===== config.mk =====
export PLATFORM = sky130hd
export DESIGN_NAME = radix_digit_converter
export DESIGN_NICKNAME = d
export VERILOG_FILES = /design/src/design/rdc_pkg.sv /design/src/design/rdc_ctrl.sv /design/src/design/rdc_dpath.sv /design/src/design/radix_digit_converter.sv
export SDC_FILE = /design/constraint.sdc
export NUM_CORES = 1
export LEC_CHECK = 0
export BUFFER_PORTS_ARGS = -buffer_cell sky130_fd_sc_hd__buf_2
export CORE_ASPECT_RATIO = 0.7
export CORE_MARGIN = 2
export CORE_UTILIZATION = 41
export DETAILED_ROUTE_END_ITERATION = 8
export PLACE_DENSITY_LB_ADDON = 0.08
export SKIP_LAST_GASP = 1
export SYNTH_ARGS = -nofsm -noshare
export SYNTH_HDL_FRONTEND = slang
export SYNTH_SLANG_ARGS = --single-unit

===== constraint.sdc =====
create_clock -name clk -period 16.9 [get_ports clk]
set_input_delay 0.845 -clock clk [delete_from_list [all_inputs] [get_ports clk]]
set_output_delay 0.845 -clock clk [all_outputs]
set_load 0.03 [all_outputs]

===== src/design/rdc_pkg.sv =====
// Shared constants, types and helpers for the radix digit converter.
// Used by rdc_ctrl, rdc_dpath and radix_digit_converter; no dependencies.
package rdc_pkg;

  localparam int MAX_DIGITS_DEF = 32;
  localparam int VALUE_BITS_DEF = 31;

  localparam int RADIX_W = 5;
  localparam int DIGIT_W = 4;
  localparam int CHAR_W  = 7;
  localparam int BPS     = 4;  // quotient bits resolved per divider cycle

  localparam logic [RADIX_W-1:0] RADIX_RESET = 5'd10;
  localparam logic [RADIX_W-1:0] RADIX_MIN   = 5'd2;
  localparam logic [RADIX_W-1:0] RADIX_MAX   = 5'd16;

  localparam logic [CHAR_W-1:0] CHAR_ZERO   = 7'h30;  // '0'
  localparam logic [CHAR_W-1:0] CHAR_ALPHA  = 7'h37;  // 'A' - 10
  localparam logic [DIGIT_W-1:0] DEC_LIMIT  = 4'd10;

  typedef struct packed {
    logic start;
    logic div;
    logic emit_rd;
    logic emit_ld;
  } rdc_cmd_t;

  typedef struct packed {
    logic step_last;
    logic quot_zero;
    logic cnt_full;
    logic cnt_last;
    logic out_free;
  } rdc_sts_t;

  function automatic logic [CHAR_W-1:0] digit_to_char(input logic [DIGIT_W-1:0] d);
    logic [CHAR_W-1:0] c;
    if (d < DEC_LIMIT) begin
      c = CHAR_ZERO + CHAR_W'(d);
    end else begin
      c = CHAR_ALPHA + CHAR_W'(d);
    end
    return c;
  endfunction

endpackage


===== src/design/rdc_ctrl.sv =====
// Sequencer for the radix digit converter: load, divide loop, digit emission.
// Depends on rdc_pkg; drives rdc_dpath through rdc_cmd_t / rdc_sts_t.
module rdc_ctrl (
  input  logic             clk,
  input  logic             rst_n,
  input  logic             in_valid,
  output logic             in_stall,
  input  rdc_pkg::rdc_sts_t sts,
  output rdc_pkg::rdc_cmd_t cmd
);

  typedef enum logic [3:0] {
    S_IDLE = 4'b0001,
    S_DIV  = 4'b0010,
    S_RD   = 4'b0100,
    S_LD   = 4'b1000
  } state_t;

  state_t state_r, state_nxt;

  always_ff @(posedge clk) begin
    if (!rst_n) begin
      state_r <= S_IDLE;
    end else begin
      state_r <= state_nxt;
    end
  end

  always_comb begin
    state_nxt = state_r;
    cmd       = '0;
    in_stall  = 1'b1;
    unique case (state_r)
      S_IDLE: begin
        in_stall = 1'b0;
        if (in_valid) begin
          cmd.start = 1'b1;
          state_nxt = S_DIV;
        end
      end
      S_DIV: begin
        cmd.div = 1'b1;
        if (sts.step_last && (sts.quot_zero || sts.cnt_full)) begin
          state_nxt = S_RD;
        end
      end
      S_RD: begin
        cmd.emit_rd = 1'b1;
        state_nxt   = S_LD;
      end
      S_LD: begin
        if (sts.out_free) begin
          cmd.emit_ld = 1'b1;
          state_nxt   = sts.cnt_last ? S_IDLE : S_RD;
        end
      end
      default: begin
        state_nxt = S_IDLE;
      end
    endcase
  end

endmodule


===== src/design/rdc_dpath.sv =====
// Datapath: radix register, shared radix divider, digit store and output word.
// Depends on rdc_pkg; sequenced by rdc_ctrl.
module rdc_dpath #(
  parameter int MAX_DIGITS = rdc_pkg::MAX_DIGITS_DEF,
  parameter int VALUE_BITS = rdc_pkg::VALUE_BITS_DEF
) (
  input  logic                             clk,
  input  logic                             rst_n,
  input  logic                             cfg_we,
  input  logic [rdc_pkg::RADIX_W-1:0]      cfg_wdata,
  input  logic [VALUE_BITS-1:0]            in_number_in,
  output logic                             out_valid,
  input  logic                             out_stall,
  output logic [rdc_pkg::DIGIT_W-1:0]      out_digit_value,
  output logic [rdc_pkg::CHAR_W-1:0]       out_digit_char,
  output logic                             out_last_digit,
  input  rdc_pkg::rdc_cmd_t                cmd,
  output rdc_pkg::rdc_sts_t                sts
);

  localparam int STEPS = (VALUE_BITS + rdc_pkg::BPS - 1) / rdc_pkg::BPS;
  localparam int QW    = STEPS * rdc_pkg::BPS;
  localparam int SW    = (STEPS > 1) ? $clog2(STEPS) : 1;
  localparam int CW    = $clog2(MAX_DIGITS + 1);
  localparam int AW    = $clog2(MAX_DIGITS);
  localparam int DW    = rdc_pkg::DIGIT_W;
  localparam int RW    = rdc_pkg::RADIX_W;

  logic [RW-1:0] radix_r;
  logic [RW-1:0] rad_eff;
  logic [QW-1:0] q_r, q_nxt;
  logic [DW-1:0] rem_r, rem_nxt;
  logic [SW-1:0] step_r;
  logic [CW-1:0] cnt_r;
  logic [DW-1:0] mem [MAX_DIGITS];
  logic [DW-1:0] rd_data_r;
  logic          out_valid_r;
  logic [DW-1:0] out_value_r;
  logic [rdc_pkg::CHAR_W-1:0] out_char_r;
  logic          out_last_r;
  logic [RW-1:0] t;
  logic          step_last;

  always_ff @(posedge clk) begin
    if (!rst_n) begin
      radix_r <= rdc_pkg::RADIX_RESET;
    end else if (cfg_we) begin
      radix_r <= cfg_wdata;
    end
  end

  always_comb begin
    if (radix_r < rdc_pkg::RADIX_MIN) begin
      rad_eff = rdc_pkg::RADIX_MIN;
    end else if (radix_r > rdc_pkg::RADIX_MAX) begin
      rad_eff = rdc_pkg::RADIX_MAX;
    end else begin
      rad_eff = radix_r;
    end
  end

  // restoring division, BPS quotient bits per cycle
  always_comb begin
    rem_nxt = rem_r;
    q_nxt   = q_r;
    t       = '0;
    for (int i = 0; i < rdc_pkg::BPS; i++) begin
      t     = {rem_nxt, q_nxt[QW-1]};
      q_nxt = {q_nxt[QW-2:0], 1'b0};
      if (t >= rad_eff) begin
        rem_nxt  = DW'(t - rad_eff);
        q_nxt[0] = 1'b1;
      end else begin
        rem_nxt = t[DW-1:0];
      end
    end
  end

  assign step_last = (step_r == SW'(STEPS - 1));

  always_ff @(posedge clk) begin
    if (!rst_n) begin
      q_r    <= '0;
      rem_r  <= '0;
      step_r <= '0;
      cnt_r  <= '0;
    end else if (cmd.start) begin
      q_r    <= QW'(in_number_in);
      rem_r  <= '0;
      step_r <= '0;
      cnt_r  <= '0;
    end else if (cmd.div) begin
      q_r <= q_nxt;
      if (step_last) begin
        rem_r  <= '0;
        step_r <= '0;
        cnt_r  <= cnt_r + 1'b1;
      end else begin
        rem_r  <= rem_nxt;
        step_r <= step_r + 1'b1;
      end
    end else if (cmd.emit_ld) begin
      cnt_r <= cnt_r - 1'b1;
    end
  end

  always_ff @(posedge clk) begin
    if (cmd.div && step_last) begin
      mem[cnt_r[AW-1:0]] <= rem_nxt;
    end
  end

  always_ff @(posedge clk) begin
    if (cmd.emit_rd) begin
      rd_data_r <= mem[AW'(cnt_r - 1'b1)];
    end
  end

  always_ff @(posedge clk) begin
    if (!rst_n) begin
      out_valid_r <= 1'b0;
    end else if (cmd.emit_ld) begin
      out_valid_r <= 1'b1;
    end else if (!out_stall) begin
      out_valid_r <= 1'b0;
    end
  end

  always_ff @(posedge clk) begin
    if (cmd.emit_ld) begin
      out_value_r <= rd_data_r;
      out_char_r  <= rdc_pkg::digit_to_char(rd_data_r);
      out_last_r  <= (cnt_r == CW'(1));
    end
  end

  assign sts.step_last = step_last;
  assign sts.quot_zero = (q_nxt == '0);
  assign sts.cnt_full  = (cnt_r == CW'(MAX_DIGITS - 1));
  assign sts.cnt_last  = (cnt_r == CW'(1));
  assign sts.out_free  = !out_valid_r || !out_stall;

  assign out_valid       = out_valid_r;
  assign out_digit_value = out_value_r;
  assign out_digit_char  = out_char_r;
  assign out_last_digit  = out_last_r;

  a_no_overwrite: assert property (@(posedge clk) disable iff (!rst_n)
    cmd.emit_ld |-> (!out_valid_r || !out_stall))
    else $error("output word overwritten while stalled");

  a_cnt_bound: assert property (@(posedge clk) disable iff (!rst_n)
    cnt_r <= CW'(MAX_DIGITS))
    else $error("digit count beyond store depth");

  a_emit_nonempty: assert property (@(posedge clk) disable iff (!rst_n)
    (cmd.emit_rd || cmd.emit_ld) |-> (cnt_r != '0))
    else $error("digit emitted from empty store");

endmodule


===== src/design/radix_digit_converter.sv =====
// Top level of the radix digit converter: rdc_ctrl sequencer plus rdc_dpath.
// Depends on rdc_pkg, rdc_ctrl and rdc_dpath.
//
// Converts one VALUE_BITS-wide unsigned word into digits of the radix held in
// the cfg register (2..16, out-of-range values clamp, reset 10), emitted most
// significant first with the digit value, its ASCII char (0-9A-F) and a last
// flag; zero gives a single '0'. One word is in flight at a time. Each digit
// is resolved in the shared divider (four quotient bits per cycle) until the
// quotient is zero or the digit store is full; the stored digits are then
// read back (S_RD, then S_LD, which waits while the output is stalled).
// Write cfg only while idle.
module radix_digit_converter #(
  parameter int MAX_DIGITS = rdc_pkg::MAX_DIGITS_DEF,
  parameter int VALUE_BITS = rdc_pkg::VALUE_BITS_DEF
) (
  input  logic                        clk,
  input  logic                        rst_n,
  input  logic                        cfg_we,
  input  logic [rdc_pkg::RADIX_W-1:0] cfg_wdata,
  input  logic                        in_valid,
  output logic                        in_stall,
  input  logic [VALUE_BITS-1:0]       in_number_in,
  output logic                        out_valid,
  input  logic                        out_stall,
  output logic [rdc_pkg::DIGIT_W-1:0] out_digit_value,
  output logic [rdc_pkg::CHAR_W-1:0]  out_digit_char,
  output logic                        out_last_digit
);

  rdc_pkg::rdc_cmd_t cmd;
  rdc_pkg::rdc_sts_t sts;

  rdc_ctrl u_ctrl (
    .clk      (clk),
    .rst_n    (rst_n),
    .in_valid (in_valid),
    .in_stall (in_stall),
    .sts      (sts),
    .cmd      (cmd)
  );

  rdc_dpath #(
    .MAX_DIGITS (MAX_DIGITS),
    .VALUE_BITS (VALUE_BITS)
  ) u_dpath (
    .clk             (clk),
    .rst_n           (rst_n),
    .cfg_we          (cfg_we),
    .cfg_wdata       (cfg_wdata),
    .in_number_in    (in_number_in),
    .out_valid       (out_valid),
    .out_stall       (out_stall),
    .out_digit_value (out_digit_value),
    .out_digit_char  (out_digit_char),
    .out_last_digit  (out_last_digit),
    .cmd             (cmd),
    .sts             (sts)
  );

endmodule


# Word level (Yosys, flattened, before mapping)
# Memory sizes are Yosys's and may differ from the RTL's. A register that Yosys moved wholly into a read port is not among the register bits.
# Index checks and enable logic that the tools add are counted.
# Widths: inputs -> output; s select.
dict set report classes {
  n_addsub 9
  n_mul 0
  div 0
  n_lt_le_gt_ge 7
  eq_ne 12
  n_shift 0
  muxes 34
  bitwise 1
  reduce_logical 12
}
# cell count
set op_table {}
lappend op_table {{$mux 31} 2}
lappend op_table {{$logic_not 32->1} 1}
lappend op_table {{$mux 4} 8}
lappend op_table {{$ge 5x5->1} 4}
lappend op_table {{$mux 6} 3}
lappend op_table {{$pmux 4 s4} 1}
lappend op_table {{$sub 4x4->4} 4}
lappend op_table {{$mux 1} 15}
lappend op_table {{$add 6x4->7 const A} 2}
lappend op_table {{$mux 5} 2}
lappend op_table {{$mux 7} 1}
lappend op_table {{$add 6x1->6 const B} 1}
lappend op_table {{$eq 6x1->1 const B} 1}
lappend op_table {{$eq 6x5->1 const B} 1}
lappend op_table {{$mux 3} 2}
lappend op_table {{$ne 2x2->1 const B} 3}
lappend op_table {{$sub 6x1->6 const B} 1}
lappend op_table {{$gt 5x5->1 const B} 1}
lappend op_table {{$lt 5x2->1 const B} 1}
lappend op_table {{$eq 4x1->1 const B} 1}
lappend op_table {{$eq 4x2->1 const B} 1}
lappend op_table {{$eq 4x3->1 const B} 1}
lappend op_table {{$eq 4x4->1 const B} 1}
lappend op_table {{$lt 4x4->1 const B} 1}
lappend op_table {{11 further kinds} 16}
dict set report totals {
  ff_bits 67
  latch_bits 0
  mem_bits_rw 128
  rom_bits 0
  input_bits 41
  out_inout_bits 14
  wordCells 87
  memories 1
}
# name depth word_bits read_ports rd_clocked_by_memory_dff wr line_no
set memory_table {}
lappend memory_table {u_dpath.mem 32 4 1 1 1 rdc_dpath.sv:35} ;# logic [DW-1:0] mem [MAX_DIGITS];

# Logic depth before layout (Yosys ltp)
dict set report depth {
  ltp_word 16
  depth_mapped 26
  depth_no_buf 25
}

# Cells and area by module
# Synthesis repeated with hierarchy kept, for this count alone.
dict set report unflattened {
  cells_unflattened 688
  hier_area_um2 9349.0
}
# module n_inst cells_each area_each_um2 seq_area_each_um2
set modules_own_cells {}
lappend modules_own_cells {rdc_dpath 1 660 9098.7 5345.1}
lappend modules_own_cells {rdc_ctrl 1 28 250.2 80.1}

# Least setup slack after synthesis
# No wires, ideal clock.
dict set report synth_path {
  kind {reg-to-reg}
  startpoint {register u_dpath.radix_r[2]}
  endpoint {memory u_dpath.mem[0][3] (netlist bit), data pin}
  setup_time_ps 454
  arrival_time_ps 6866
  required_ps 16446
  path_slack_ps 9579
  path_stages_with_launch 24
  path_buffers 1
  period_less_slack_ps 7321
  path_cell_list {dfxtp_1 nor2_1 o21ai_0 ha_1 and2_1 a21oi_1 o21ai_1 mux2_2 ha_1 a21oi_1 o21ai_0 a31oi_1 mux2_2 ha_1 a21o_1 a31oi_1 o21ai_2 mux2i_1 ha_1 a21o_1 a31oi_1 o21ai_0 clkbuf_1 o21ai_0}
}
dict set report synth_between {
  elab_chain_len 11
  elab_cells_between_ends 16
  cone_classes {add/sub (4); order compare (6); mux (6)}
}
# item line_no
set synth_rtl {}
lappend synth_rtl {{start, declared} rdc_dpath.sv:29} ;# logic [RW-1:0] radix_r;
lappend synth_rtl {{start signal, assigned} rdc_dpath.sv:46} ;# radix_r <= rdc_pkg::RADIX_RESET;
lappend synth_rtl {{start signal, assigned} rdc_dpath.sv:48} ;# radix_r <= cfg_wdata;
lappend synth_rtl {{$gt 5x5->1} rdc_dpath.sv:55} ;# end else if (radix_r > rdc_pkg::RADIX_MAX) begin
lappend synth_rtl {{$mux 5} rdc_dpath.sv:55}
lappend synth_rtl {{$mux 5 *} rdc_dpath.sv:53} ;# if (radix_r < rdc_pkg::RADIX_MIN) begin
lappend synth_rtl {{$sub 4x4->4 / $ge 5x5->1 (equally long branches)} {rdc_dpath.sv:71, rdc_dpath.sv:70}}
lappend synth_rtl {{$mux 4} rdc_dpath.sv:70} ;# if (t >= rad_eff) begin
lappend synth_rtl {{$sub 4x4->4 / $ge 5x5->1 (equally long branches)} {rdc_dpath.sv:71, rdc_dpath.sv:70}}
lappend synth_rtl {{$mux 4} rdc_dpath.sv:70}
lappend synth_rtl {{$sub 4x4->4 / $ge 5x5->1 (equally long branches)} {rdc_dpath.sv:71, rdc_dpath.sv:70}}
lappend synth_rtl {{$mux 4} rdc_dpath.sv:70}
lappend synth_rtl {{$sub 4x4->4 / $ge 5x5->1 (equally long branches)} {rdc_dpath.sv:71, rdc_dpath.sv:70}}
lappend synth_rtl {{$mux 4 *} rdc_dpath.sv:70}
lappend synth_rtl {{net u_dpath.rem_nxt[3]} rdc_dpath.sv:32} ;# logic [DW-1:0] rem_r, rem_nxt;
lappend synth_rtl {{end, declared} rdc_dpath.sv:35}
# The timed path passes the listed nets; every way through them passes the cells marked *.

# Final worst setup path
dict set report layout_path {
  startpoint {register u_dpath.radix_r[2]}
  endpoint {memory u_dpath.mem[25][1] (netlist bit), data pin}
}
dict set report layout_between {
  elab_chain_len 11
  elab_cells_between_ends 16
  cone_classes {add/sub (4); order compare (6); mux (6)}
}
# item line_no
set layout_rtl {}
lappend layout_rtl {{$gt 5x5->1} rdc_dpath.sv:55}
lappend layout_rtl {{$mux 5} rdc_dpath.sv:55}
lappend layout_rtl {{$mux 5 *} rdc_dpath.sv:53}
lappend layout_rtl {{$sub 4x4->4 / $ge 5x5->1 (equally long branches)} {rdc_dpath.sv:71, rdc_dpath.sv:70}}
lappend layout_rtl {{$mux 4} rdc_dpath.sv:70}
lappend layout_rtl {{$sub 4x4->4 / $ge 5x5->1 (equally long branches)} {rdc_dpath.sv:71, rdc_dpath.sv:70}}
lappend layout_rtl {{$mux 4} rdc_dpath.sv:70}
lappend layout_rtl {{$ge 5x5->1 / $sub 4x4->4 (equally long branches)} {rdc_dpath.sv:70, rdc_dpath.sv:71}}
lappend layout_rtl {{$mux 4} rdc_dpath.sv:70}
lappend layout_rtl {{$sub 4x4->4 / $ge 5x5->1 (equally long branches)} {rdc_dpath.sv:71, rdc_dpath.sv:70}}
lappend layout_rtl {{$mux 4 *} rdc_dpath.sv:70}
lappend layout_rtl {{net u_dpath.rem_nxt[1]} rdc_dpath.sv:32}
# Marked as above.

==> results.md <==
* Outcome: finished clean
* Final period utilization at 46.55%
* Tmin final at 7.867 ns
* Crit Path Category: register to register
* CP max FO at 32
* Final setup violating endpoints at 0
* Post-synthesis mux area share at 13.31%
* Post-CTS Hold Buffers at 0
* Max clock buf depth at 2
* Post-Syn Area at 9150 µm²
* Power per Cell Area at 148.6 nW/µm²
* Synthesis-stage register bit count at 199
* CTS Root Cell: clkbuf_16
* Total iterations of the first detailed-routing run at 7
* Crit-path cells: nor2_1, o21ai_0, ha_1, and2_1, a21oi_1, o21ai_1, mux2_2, ha_1, a21oi_1, o21ai_0, a31oi_1, mux2_2, ha_1, a21o_1, a31oi_1, o21ai_2, mux2i_1, ha_1, a21o_1, a31oi_1, o21ai_0, buf_4, a21oi_2
* CP top delay family: compound AO/OA/AOI/OAI gates
* Yosys top cell area share at 47.26%
* PortBufs at 54
* Biggest area consumer among synthesized cells: edfxtp_1
* Setup TNS at 0 ns
* Setup crit start: u_dpath.radix_r[2]
* Synth Net Count at 738
* Post-layout nets at 787
* Later-pin clock latency in the skew report at 0.43 ns
* Most used flip-flop cell after synthesis: edfxtp_1
* Max Freq at 0.1271 GHz
* Path depth of the worst reg2reg path at 23
* Hold endpoint: u_dpath.step_r[1]
* Largest net degree at the start of global routing at 43
* Clk sinks at 199
* Synth area leaders: edfxtp_1 47%, dfxtp_1 12%, mux4_2 5.4%, mux4_1 5.2%, ha_1 3.8%
* Sequential share of power at 46.3%
* Cell-internal power at 1.066 mW
* Bufs and invs on worst path at 1
* Final Hold Viols at 0
* CTS buffer count at 17
* I/O pin cnt at 55
* Worst-path clk slew at 0.07 ns
* Gate power share at 24.9%
* DRT iter0 DRCs at 509
* Multi-input gate area at 3492 µm²
* Vias in the first global route at 5648
* Placed cells at 977
* Post-synthesis cell count at 665
* Total track usage at 18.46%
* Syn_area_per_cell at 13.76 µm²
* Sw power at 0.4709 mW
* Hold/Removal Path Class: register to register
* WL final at 20520 µm
* Yosys cell types at 56
* Cell Count, Final, Fillers Out at 1009
* Yosys warns at 0
* First-pass GRT wire length at 32490 µm
* Max-Slew Margin vs Limit at 14.72%
* Die W at 182.6 µm
* Vias per cell at 5.565
* # rows at 45
* Die footprint at 23550 µm²
* Synth Area in Compound Gates at 9.490%
* Core ar. at 21790 µm²
* Post-CTS repair timing setup buffer count at 0
* EDFF count, synth at 144
* VDD IR-drop max at 0.1511 mV
* Crit path top cell by count: ha_1
* Share of cells above drive strength 1 at 19.26%
* CTS tree: yes
* FF-to-FF Start: u_dpath.radix_r[2]
* CP required at 16.95 ns
* Post-Synth Simple-Gate Area at 9.011%
* Post-synthesis xor/xnor area fraction at 1.436%
* Clk_skew at 0.01190 ns
* Slew Viols, Final at 0
* Antenna-violating nets left at 0
* Nature of the critical path endpoint: register
* Diodes inserted at 0
* Switching portion of total power at 30.64%
* Max Cap Violations at 0
* # fillers at 1910
* Vias at 5615
* RSZ-0062 raised after global routing: no
* Synth async-reset ratio at 0%
* WP data arrival at 7.92 ns
* Hold depth at 2
* Slowest-stage cell, CP: o21ai_0
* Adder-cell share of the synthesized area at 4.704%
* Post-DP HPWL at 14260 µm
* Worst-Margin Slew at 1.266 ns
* Number of H-tree levels at 4
* R2R Setup Slk at 9.03 ns
* Vert. Die Dim at 129.0 µm
* Post-cts gate resize count at 0
* Total gr overflow at 0
* Drt wl/cell at 20.33 µm
* Starting Density at 41.99%
* DRC at 0
* Type of origin of the critical path: register
* Initial antenna violation count at 0
* Hold Path Origin: u_dpath.step_r[1]
* Seq/Total Area, Yosys at 59.29%
* Worst R2R End: u_dpath.mem[25][1]
* LEAKAGE at 3.653 nW
* Sequential cell area at 5426 µm²
* Clk network pwr share at 28.8%
* Layout area overhead at 13.02%
* Max incr delay on CP at 0.97 ns
* Largest family of logic cells by synthesized area: multiplexers
* Routability Congestion at 0.8380
[tightest hold or removal path, cell delays in order (launching register included)]
cell	delay [ns]
dfxtp_1	0.31
nand2_1	0.06
a21oi_1	0.06
[cell families after synthesis]
kind of cell,count (synthesis)
AO/OA/AOI/OAI,126
XOR/XNOR,15
flip-flops,199
multiplexers,63
adder cells (fa/ha/maj),32
buffers and inverters,53
AND/OR/NAND/NOR,177
[cells in the mapped netlist (all sizes together), types with 9 or more instances]
| library cell | instances |
|---|---|
| edfxtp | 144 |
| ha | 28 |
| o21ai | 16 |
| xnor2 | 9 |
| buf | 10 |
| mux4 | 40 |
| nand2 | 70 |
| nor2 | 50 |
| nor4 | 9 |
| mux2 | 12 |
| a22oi | 30 |
| inv | 22 |
| clkbuf | 19 |
| a21oi | 27 |
| a21boi | 28 |
| mux2i | 11 |
| dfxtp | 55 |
[registers in the layout, summed over array words and instances (netlist names), 4 cells and up]
register                 count
u_dpath.rd_data_r            4
u_dpath.q_r                 32
u_ctrl.state_r               4
u_dpath.cnt_r                6
u_dpath.out_digit_value      4
u_dpath.out_digit_char       7
u_dpath.radix_r              5
u_dpath.rem_r                4
u_dpath.mem                128
[cell type report]
type	count	area share, %
timing repair buffer	61	3.122
sequential	199	52.47
clock buffer	24	5.602
clock inverter	8	0.8227
inverter	22	0.7985
tap	282	3.412
multi-input combinational	413	33.77
[power groups by stage]
stage / Clock, mW / Combinational (mW) / Sequential (mW)
global route: 0.472 / 0.431 / 0.715
floorplan: 0 / 0.251 / 0.718
finish: 0.442 / 0.382 / 0.712
detailed placement: 0 / 0.384 / 0.722
CTS: 0.451 / 0.384 / 0.711
global placement: 0 / 0.368 / 0.721
[per-stage QoR]
stage                     area [µm²]  setup slack [ns]  utilization (%)  power, mW  hold WS, ns
after global placement          9677             9.427            44.41      1.089       0.4454
after global routing           10340             8.304            47.46      1.618       0.4951
after floorplan                 9150             9.579                -     0.9687       0.4400
after detailed placement        9677             9.158            44.41      1.106       0.4574
final                          10340             9.033            47.46      1.537       0.4677
after CTS                      10340             9.116            47.46      1.546       0.4683
[layer usage]
| layer | up-vias | global-route usage, % | wire [µm] |
|---|---|---|---|
| met5 | - | 0 | 0 |
| met4 | 0 | 4.175 | 136 |
| met3 | 10 | 4.302 | 943 |
| met2 | 124 | 25.45 | 8392 |
| met1 | 2835 | 29.27 | 11040 |
| li1 | 2646 | - | - |
[worst max-delay path by stage]
stage / to / slack [ns] / cells after the start
6_report: u_dpath.mem[25][1] / 9.03 / 23
5_1_grt: u_dpath.mem[2][1] / 8.30 / 23
4_1_cts: u_dpath.mem[0][3] / 9.12 / 23
3_5_place_dp: u_dpath.mem[0][3] / 9.16 / 23
3_3_place_gp: u_dpath.mem[20][1] / 9.43 / 24
2_1_floorplan: u_dpath.mem[0][3] / 9.58 / 23
[placed cells by master (no fill, tap or decap), drive strengths merged, types with 5 or more instances in the layout]
master / n
ha: 28
buf: 61
mux2i: 11
mux2: 12
and2: 5
a21boi: 28
nand2: 70
mux4: 40
nor4: 9
a21o: 7
xnor2: 9
dfxtp: 55
nand3: 7
o21ai: 16
a21oi: 27
edfxtp: 144
xor2: 6
clkbuf: 24
a22oi: 30
inv: 25
nor2b: 5
nor2: 50
(Power assumes the default switching activity.)
